[config.mk]
export PLATFORM = sky130hd
export DESIGN_NAME = rgb_to_hsv_red_classifier_core
export DESIGN_NICKNAME = d
export VERILOG_FILES = /design/src/hdl/rhsv_pkg.sv /design/src/hdl/rgb_to_hsv_red_classifier_core.sv
export SDC_FILE = /design/constraint.sdc
export NUM_CORES = 1
export LEC_CHECK = 0
export CAP_MARGIN = 20
export CORE_ASPECT_RATIO = 1.4
export CORE_MARGIN = 1.5
export CORE_UTILIZATION = 55
export CTS_CLUSTER_SIZE = 8
export DETAILED_ROUTE_END_ITERATION = 6
export DONT_BUFFER_PORTS = 1
export PLACE_DENSITY = 0.7
export SLEW_MARGIN = 20
export SYNTH_ARGS = -nofsm -noshare
export SYNTH_HDL_FRONTEND = slang
export SYNTH_SLANG_ARGS = --single-unit
[constraint.sdc]
create_clock -name clk -period 12.79 [get_ports clk]
set_input_delay 1.279 -clock clk [delete_from_list [all_inputs] [get_ports clk]]
set_output_delay 1.279 -clock clk [all_outputs]
set_load 0.005 [all_outputs]
[src/hdl/rhsv_pkg.sv]
package rhsv_pkg;

  // Configuration register indexes.
  localparam logic [2:0] CFG_LOW_HUE_MAX  = 3'd0;
  localparam logic [2:0] CFG_LOW_SAT_MIN  = 3'd1;
  localparam logic [2:0] CFG_LOW_VAL_MIN  = 3'd2;
  localparam logic [2:0] CFG_HIGH_HUE_MIN = 3'd3;
  localparam logic [2:0] CFG_HIGH_SAT_MIN = 3'd4;
  localparam logic [2:0] CFG_HIGH_VAL_MIN = 3'd5;

  // Reset values of the band thresholds.
  localparam logic [8:0] RST_LOW_HUE_MAX  = 9'd26;
  localparam logic [7:0] RST_LOW_SAT_MIN  = 8'd125;
  localparam logic [7:0] RST_LOW_VAL_MIN  = 8'd107;
  localparam logic [8:0] RST_HIGH_HUE_MIN = 9'd330;
  localparam logic [7:0] RST_HIGH_SAT_MIN = 8'd199;
  localparam logic [7:0] RST_HIGH_VAL_MIN = 8'd157;

  // Hue sector offsets; a red hue below zero wraps from 360.
  localparam logic [8:0] HUE_BASE_RED   = 9'd0;
  localparam logic [8:0] HUE_BASE_GREEN = 9'd120;
  localparam logic [8:0] HUE_BASE_BLUE  = 9'd240;
  localparam logic [8:0] HUE_WRAP       = 9'd360;
  localparam logic [8:0] HUE_MAX        = 9'd359;

  // Pipeline layout: stage 1 is the front end, stage 2 forms the dividends,
  // stages 3..6 run two divider steps each, stage 7 is the output register.
  localparam int STG_DIV_FIRST = 3;
  localparam int STG_DIV_LAST  = 6;
  localparam int STG_HUE_LAST  = 5;
  localparam int STG_OUT       = 7;

  // Front-end result: maximum, delta and the hue sector decode.
  typedef struct packed {
    logic [7:0] mx;
    logic [7:0] dlt;
    logic [7:0] diff;
    logic [8:0] base;
    logic       neg;
    logic       grey;
  } front_t;

  // Divider stage contents. Each accumulator is {partial remainder, low
  // bits}; the low bits shift out dividend bits and shift in quotient bits.
  typedef struct packed {
    logic [7:0]  mx;
    logic [7:0]  dlt;
    logic [8:0]  base;
    logic        neg;
    logic        grey;
    logic [15:0] acc_s;
    logic [15:0] acc_h;
    logic [8:0]  hue;
  } stage_t;

  // One restoring division step. The partial remainder is always below the
  // divisor on entry, so the trial value fits nine bits.
  function automatic logic [15:0] div_step(input logic [15:0] acc, input logic [7:0] dv);
    logic [8:0] trial;
    logic [8:0] diff;
    logic [15:0] res;
    trial = {acc[15:8], acc[7]};
    diff  = trial - {1'b0, dv};
    if (trial >= {1'b0, dv}) begin
      res = {diff[7:0], acc[6:0], 1'b1};
    end else begin
      res = {trial[7:0], acc[6:0], 1'b0};
    end
    return res;
  endfunction

endpackage

[src/hdl/rgb_to_hsv_red_classifier_core.sv]
// RGB to HSV converter with a two-band red classifier.
// Input channel: in_valid/in_stall with in_red, in_green, in_blue (8 bits).
// Output channel: out_valid/out_stall with out_hue (0..359), out_saturation,
// out_brightness and out_is_red. A transaction completes at a clock edge with
// valid high and stall low. Every input transaction gives one result, in order.
// Configuration: cfg_valid/cfg_ready with cfg_index and cfg_data; cfg_ready is
// always high. Write thresholds only while the pipeline is empty.
// Throughput is one pixel per clock while the receiver does not stall; the two
// divisions (hue and saturation) are restoring dividers unrolled two quotient
// bits per stage, saturation over stages 3 to 6 and hue over stages 3 to 5.
// Reset (rst_n low, synchronous) empties the pipeline and loads the default
// thresholds. When the receiver stalls, results stay in place and empty
// stages still fill; in_stall rises only once every stage holds a pixel.
module rgb_to_hsv_red_classifier_core
  import rhsv_pkg::*;
(
  input  logic       clk,
  input  logic       rst_n,
  input  logic       in_valid,
  output logic       in_stall,
  input  logic [7:0] in_red,
  input  logic [7:0] in_green,
  input  logic [7:0] in_blue,
  output logic       out_valid,
  input  logic       out_stall,
  output logic [8:0] out_hue,
  output logic [7:0] out_saturation,
  output logic [7:0] out_brightness,
  output logic       out_is_red,
  input  logic       cfg_valid,
  output logic       cfg_ready,
  input  logic [2:0] cfg_index,
  input  logic [8:0] cfg_data
);

  logic [8:0] band_low_hue_max_r, band_low_hue_max_nxt;
  logic [7:0] band_low_sat_min_r, band_low_sat_min_nxt;
  logic [7:0] band_low_val_min_r, band_low_val_min_nxt;
  logic [8:0] band_high_hue_min_r, band_high_hue_min_nxt;
  logic [7:0] band_high_sat_min_r, band_high_sat_min_nxt;
  logic [7:0] band_high_val_min_r, band_high_val_min_nxt;

  logic [1:STG_OUT] vld_r, vld_nxt;
  logic [1:STG_OUT] ld;
  front_t front_r, front_nxt;
  stage_t pipe_r [2:STG_DIV_LAST];
  stage_t pipe_nxt [2:STG_DIV_LAST];
  logic [8:0] hue_r, hue_nxt;
  logic [7:0] sat_r, sat_nxt;
  logic [7:0] val_r, val_nxt;
  logic       red_r, red_nxt;

  // Configuration writes; indexes beyond the list are ignored.
  assign cfg_ready = 1'b1;

  always_comb begin
    band_low_hue_max_nxt  = band_low_hue_max_r;
    band_low_sat_min_nxt  = band_low_sat_min_r;
    band_low_val_min_nxt  = band_low_val_min_r;
    band_high_hue_min_nxt = band_high_hue_min_r;
    band_high_sat_min_nxt = band_high_sat_min_r;
    band_high_val_min_nxt = band_high_val_min_r;
    if (cfg_valid && cfg_ready) begin
      case (cfg_index)
        CFG_LOW_HUE_MAX:  band_low_hue_max_nxt  = cfg_data;
        CFG_LOW_SAT_MIN:  band_low_sat_min_nxt  = cfg_data[7:0];
        CFG_LOW_VAL_MIN:  band_low_val_min_nxt  = cfg_data[7:0];
        CFG_HIGH_HUE_MIN: band_high_hue_min_nxt = cfg_data;
        CFG_HIGH_SAT_MIN: band_high_sat_min_nxt = cfg_data[7:0];
        CFG_HIGH_VAL_MIN: band_high_val_min_nxt = cfg_data[7:0];
        default: ;
      endcase
    end
  end

  always_ff @(posedge clk) begin
    if (!rst_n) begin
      band_low_hue_max_r  <= RST_LOW_HUE_MAX;
      band_low_sat_min_r  <= RST_LOW_SAT_MIN;
      band_low_val_min_r  <= RST_LOW_VAL_MIN;
      band_high_hue_min_r <= RST_HIGH_HUE_MIN;
      band_high_sat_min_r <= RST_HIGH_SAT_MIN;
      band_high_val_min_r <= RST_HIGH_VAL_MIN;
    end else begin
      band_low_hue_max_r  <= band_low_hue_max_nxt;
      band_low_sat_min_r  <= band_low_sat_min_nxt;
      band_low_val_min_r  <= band_low_val_min_nxt;
      band_high_hue_min_r <= band_high_hue_min_nxt;
      band_high_sat_min_r <= band_high_sat_min_nxt;
      band_high_val_min_r <= band_high_val_min_nxt;
    end
  end

  // Stage load enables: a stage loads when it is empty or its content moves on.
  always_comb begin
    ld[STG_OUT] = !vld_r[STG_OUT] || !out_stall;
    for (int k = STG_OUT - 1; k >= 1; k--) begin
      ld[k] = !vld_r[k] || ld[k+1];
    end
  end

  assign in_stall = !ld[1];

  always_comb begin
    vld_nxt[1] = ld[1] ? in_valid : vld_r[1];
    for (int k = 2; k <= STG_OUT; k++) begin
      vld_nxt[k] = ld[k] ? vld_r[k-1] : vld_r[k];
    end
  end

  always_ff @(posedge clk) begin
    if (!rst_n) begin
      vld_r <= '0;
    end else begin
      vld_r <= vld_nxt;
    end
  end

  // Stage 1: maximum, minimum, delta and hue sector decode.
  always_comb begin
    logic [7:0] mx;
    logic [7:0] mn;
    mx = (in_red > in_green) ? in_red : in_green;
    mx = (mx > in_blue) ? mx : in_blue;
    mn = (in_red < in_green) ? in_red : in_green;
    mn = (mn < in_blue) ? mn : in_blue;
    front_nxt.mx   = mx;
    front_nxt.dlt  = mx - mn;
    front_nxt.grey = (mx == mn);
    if (in_red == mx) begin
      front_nxt.neg  = (in_green < in_blue);
      front_nxt.base = front_nxt.neg ? HUE_WRAP : HUE_BASE_RED;
      front_nxt.diff = front_nxt.neg ? (in_blue - in_green) : (in_green - in_blue);
    end else if (in_green == mx) begin
      front_nxt.neg  = (in_blue < in_red);
      front_nxt.base = HUE_BASE_GREEN;
      front_nxt.diff = front_nxt.neg ? (in_red - in_blue) : (in_blue - in_red);
    end else begin
      front_nxt.neg  = (in_red < in_green);
      front_nxt.base = HUE_BASE_BLUE;
      front_nxt.diff = front_nxt.neg ? (in_green - in_red) : (in_red - in_green);
    end
  end

  // Stage 2 forms the dividends: 255*delta over max, 60*diff over delta.
  // The hue dividend is below 64*delta, so its quotient has six bits and
  // the top eight dividend bits already sit below the divisor.
  // Stages 3..6: two divider steps per stage. The hue quotient is done after
  // stage 5; stage 6 assembles the hue from sector offset and quotient.
  always_comb begin
    logic [15:0] num_s;
    logic [13:0] num_h;
    num_s = {front_r.dlt, 8'd0} - {8'd0, front_r.dlt};
    num_h = {front_r.diff, 6'd0} - {4'd0, front_r.diff, 2'd0};
    pipe_nxt[2].mx    = front_r.mx;
    pipe_nxt[2].dlt   = front_r.dlt;
    pipe_nxt[2].base  = front_r.base;
    pipe_nxt[2].neg   = front_r.neg;
    pipe_nxt[2].grey  = front_r.grey;
    pipe_nxt[2].acc_s = num_s;
    pipe_nxt[2].acc_h = {num_h, 2'd0};
    pipe_nxt[2].hue   = '0;
    for (int k = STG_DIV_FIRST; k <= STG_DIV_LAST; k++) begin
      pipe_nxt[k] = pipe_r[k-1];
      pipe_nxt[k].acc_s = div_step(div_step(pipe_r[k-1].acc_s, pipe_r[k-1].mx),
                                   pipe_r[k-1].mx);
      if (k <= STG_HUE_LAST) begin
        pipe_nxt[k].acc_h = div_step(div_step(pipe_r[k-1].acc_h, pipe_r[k-1].dlt),
                                     pipe_r[k-1].dlt);
      end
    end
    // Falling hue terms round toward the lower hue, hence the borrow on a
    // nonzero remainder.
    if (pipe_r[STG_HUE_LAST].grey) begin
      pipe_nxt[STG_DIV_LAST].hue = '0;
    end else if (pipe_r[STG_HUE_LAST].neg) begin
      pipe_nxt[STG_DIV_LAST].hue = pipe_r[STG_HUE_LAST].base
                                 - {3'd0, pipe_r[STG_HUE_LAST].acc_h[5:0]}
                                 - {8'd0, |pipe_r[STG_HUE_LAST].acc_h[15:8]};
    end else begin
      pipe_nxt[STG_DIV_LAST].hue = pipe_r[STG_HUE_LAST].base
                                 + {3'd0, pipe_r[STG_HUE_LAST].acc_h[5:0]};
    end
  end

  // Stage 7: final saturation and the band tests.
  always_comb begin
    logic low_band;
    logic high_band;
    hue_nxt = pipe_r[STG_DIV_LAST].hue;
    sat_nxt = pipe_r[STG_DIV_LAST].grey ? 8'd0 : pipe_r[STG_DIV_LAST].acc_s[7:0];
    val_nxt = pipe_r[STG_DIV_LAST].mx;
    low_band  = (hue_nxt <= band_low_hue_max_r) && (sat_nxt >= band_low_sat_min_r) &&
                (val_nxt >= band_low_val_min_r);
    high_band = (hue_nxt >= band_high_hue_min_r) && (sat_nxt >= band_high_sat_min_r) &&
                (val_nxt >= band_high_val_min_r);
    red_nxt = low_band || high_band;
  end

  // Payload registers load with their stage; they need no reset.
  always_ff @(posedge clk) begin
    if (ld[1]) begin
      front_r <= front_nxt;
    end
    for (int k = 2; k <= STG_DIV_LAST; k++) begin
      if (ld[k]) begin
        pipe_r[k] <= pipe_nxt[k];
      end
    end
    if (ld[STG_OUT]) begin
      hue_r <= hue_nxt;
      sat_r <= sat_nxt;
      val_r <= val_nxt;
      red_r <= red_nxt;
    end
  end

  assign out_valid      = vld_r[STG_OUT];
  assign out_hue        = hue_r;
  assign out_saturation = sat_r;
  assign out_brightness = val_r;
  assign out_is_red     = red_r;

  // The input is held off only when every stage holds a pixel.
  a_stall_full: assert property (@(posedge clk) disable iff (!rst_n)
    in_stall |-> (&vld_r))
    else $error("input stalled while a pipeline stage is empty");

  // Hue never leaves its range.
  a_hue_range: assert property (@(posedge clk) disable iff (!rst_n)
    out_valid |-> (out_hue <= HUE_MAX))
    else $error("hue out of range");

  // A black pixel gives zero hue and saturation.
  a_black: assert property (@(posedge clk) disable iff (!rst_n)
    (out_valid && out_brightness == 8'd0) |-> (out_hue == 9'd0 && out_saturation == 8'd0))
    else $error("black pixel with nonzero hue or saturation");

  // A red result meets at least one band's brightness threshold.
  a_red_val: assert property (@(posedge clk) disable iff (!rst_n)
    (out_valid && out_is_red) |->
      (out_brightness >= band_low_val_min_r || out_brightness >= band_high_val_min_r))
    else $error("red flag below both brightness thresholds");

endmodule
==> results.toml <==
[timing]
setup_ws_ps = 6030
fin_crit_ps = 6760
setup_tns_ps = 0
rsz0062_at_grt = "false"
fmax_ghz = 0.148
tightestPinTransition_ps = 1010
setup_violations = 0
slew_viol_final = 0
timing_hold_violations_final = 0
period_share = 0.529
skew_ps = 27.1
slew_headroom = 0.323

[synth]
synth_top_cell_area_share = 0.386
yosysWarnings = 0
synth_top_area_cell = "edfxtp_1"
syn_avg_cell_area_um2 = 10.8
synth_edf_count = 278
netlist_area_um2 = 21600
synth_nets = 2307
syn_inst = 2002
yosys_register_bits = 335
async_flop_share = 0
yosys_most_used_dff = "edfxtp_1"
synth_cell_types = 77
synth_area_leaders = "edfxtp_1 39%, ha_1 14%, dfxtp_1 5.3%, mux2_2 4.8%, inv_1 4.2%"
ys_seq_area_frac = 0.438

[floorplan]
coreArea_um2 = 38600
die_h_um = 238
initial_utilization = 0.561
dieArea_um2 = 40600
io_pins = 70
rows = 85
die_width_um = 171

[worst_setup_path]
worstReg2RegEnd = "pipe_r[0][244]"
critPathArrivalTime_ps = 7040
critPathLaunch = "in_red[5]"
crit_path_max_incr_delay_ps = 690
required_ps = 13070
endpoint = "front_r[25]"
crit_cells = 20
worst-path-buf-inv = 1
cp_common_cell = "ha_1"
ff2ff_path_depth = 23
reg2reg_slack_ps = 6450
slowest_stage = "nor2_2"
crit_path_start_kind = "input pin"
path_max_fanout = 22
critPathKind = "in -> reg"
cp_cell_sequence = "inv_1 > ha_1 > a21o_1 > a31o_4 > nor2_2 > o21ai_0 > ha_1 > a211o_1 > o221a_1 > nor3_2 > a31o_1 > nand3b_1 > o311ai_0 > a22oi_1 > ha_1 > o21ba_2 > o41ai_4 > maj3_1 > maj3_1 > xnor2_1"
end_kind = "register"
cp_top_family = "compound AO/OA/AOI/OAI gates"
crit-reg2reg-launch = "pipe_r[0][197]"

[drt]
first_pass_iters = 5
drtIter0Drc = 717
wl_per_cell_um = 18.8
num_vias = 14600
detail-route-antenna-nets = 0
vias_per_cell = 5.66
wl_um = 48500
post-route-drc-count = 0

[power]
sequentialPowerShare = 0.273
p_clk_frac = 0.154
p_sw_frac = 0.377
ir_drop_uv = 205
pwr-share-comb = 0.573
power_switching_uw = 2790
intPower_uw = 4610
p_leak_uw = 0.0101
p_per_area_nw_per_um2 = 314

[cts]
post_cts_buffers = 0
hold_buffers = 0
cts-root-buf = "clkbuf_16"
clk_pin_slew_ps = 50
cts_made_buffers = 47
clockBufferDepth = 3
cts_tree = "built"
cts_resized = 0
h-tree-depth = 2
clk_latency_ps = 550
cts.sinks = 335

[placement]
io_buffers = 0
place_congestion = 0.967
hpwlAfterDp_um = 38200
placed_area_um2 = 22200
dp_slack_ps = 5560

[min_path]
hold_class = "reg -> reg"
holdPathStages = 0

[final_layout]
mostFrequentLayoutCells = "278 x edfxtp_1, 245 x ha_1, 242 x inv_1"
area_delta_synth_final_pct = 8.81
diodes = 0
post-route-util = 0.610
mostFrequentLayoutCell = "edfxtp_1"
drive_gt1_frac = 0.0865
final_design_area_no_fill_um2 = 23500
nets = 2324

[global_routing]
grt_max_degree = 58
grt_remaining_overflow = 0
grt_pass1_vias = 15400
antenna_found_initial = 1
track_usage = 0.248
grt_first_pass_wirelength_um = 78000

[run]
drv_cap = 0

[run_status]
status = "finished, final reports clean"
power groups by stage:
stage	logic, µW	clock network, µW	registers (µW)
global placement	4100	0	2030
floorplan	3470	0	1940
finish	4240	1140	2020
CTS	4270	1160	2020
detailed placement	4210	0	2040
global route	4760	1210	2060
per-stage QoR:
stage / hold WS (ps) / power, µW / std cells
2_1_floorplan: 400 / 5410 / 2002
3_3_place_gp: 401 / 6130 / 2492
3_5_place_dp: 405 / 6250 / 2492
4_1_cts: 391 / 7450 / 2580
5_1_grt: 405 / 8030 / 2580
6_report: 397 / 7400 / 2580
cell usage after synthesis, types with 6 or more instances:
cell type	count
a21boi_0	39
a21o_1	50
a21oi_1	81
a221oi_4	6
and2_1	10
and3_1	15
clkbuf_1	24
dfxtp_1	57
edfxtp_1	278
fa_1	19
ha_1	245
inv_1	244
mux2_2	93
mux2i_1	47
nand2_1	140
nand2b_1	30
nand3_1	28
nand4_1	22
nor2_1	101
nor2b_1	51
nor3_1	17
o211ai_1	30
o21a_1	30
o21ai_0	97
o21bai_1	14
o221ai_1	10
o22ai_1	9
or4_1	8
xnor2_1	71
xor2_1	37
cell type report:
cell class | count | area [µm²]
clock inverters | 2 | 25.0
flip-flops and latches | 335 | 9490
clock buffers | 86 | 1340
multi-input cells | 1384 | 11100
repair buffers | 4 | 30.0
inverters | 247 | 927
well taps | 522 | 653
fillers | 3145 | 15100
per-layer routing:
metal / GRT usage / wire (µm)
met1: 0.226 / 16500
met2: 0.498 / 27100
met3: 0.0398 / 1940
met4: 0.147 / 3000
met5: 0 / 13
sequential cells by signal, indices dropped and copies added (netlist names):
signal	cells
band_high_val_min_r	8
band_low_sat_min_r	8
front_r	31
pipe_r	221
band_high_hue_min_r	9
out_brightness	8
band_low_hue_max_r	9
band_high_sat_min_r	8
band_low_val_min_r	8
vld_r	7
out_is_red	1
out_saturation	8
out_hue	9
worst min path at each step:
stage	start	end
2_1_floorplan	front_r[0]	pipe_r[0][177]
3_3_place_gp	pipe_r[0][250]	pipe_r[0][318]
3_5_place_dp	pipe_r[0][162]	pipe_r[0][232]
6_report	pipe_r[0][299]	pipe_r[0][369]
5_1_grt	pipe_r[0][297]	pipe_r[0][367]
4_1_cts	pipe_r[0][245]	pipe_r[0][313]
kinds of logic (layout without fill, tap and decap cells):
kind of cell / count (synthesis) / in the layout / share of synthesized area
XOR/XNOR: 108 / 108 / 0.0437
AO/OA/AOI/OAI: 422 / 422 / 0.136
buffers and inverters: 283 / 339 / 0.0504
multiplexers: 141 / 141 / 0.0712
other: 1 / 1 / 0.000173
flip-flops: 335 / 335 / 0.438
adder cells (fa/ha/maj): 266 / 266 / 0.160
AND/OR/NAND/NOR: 446 / 446 / 0.100
Power figures use the tool's default switching activity.
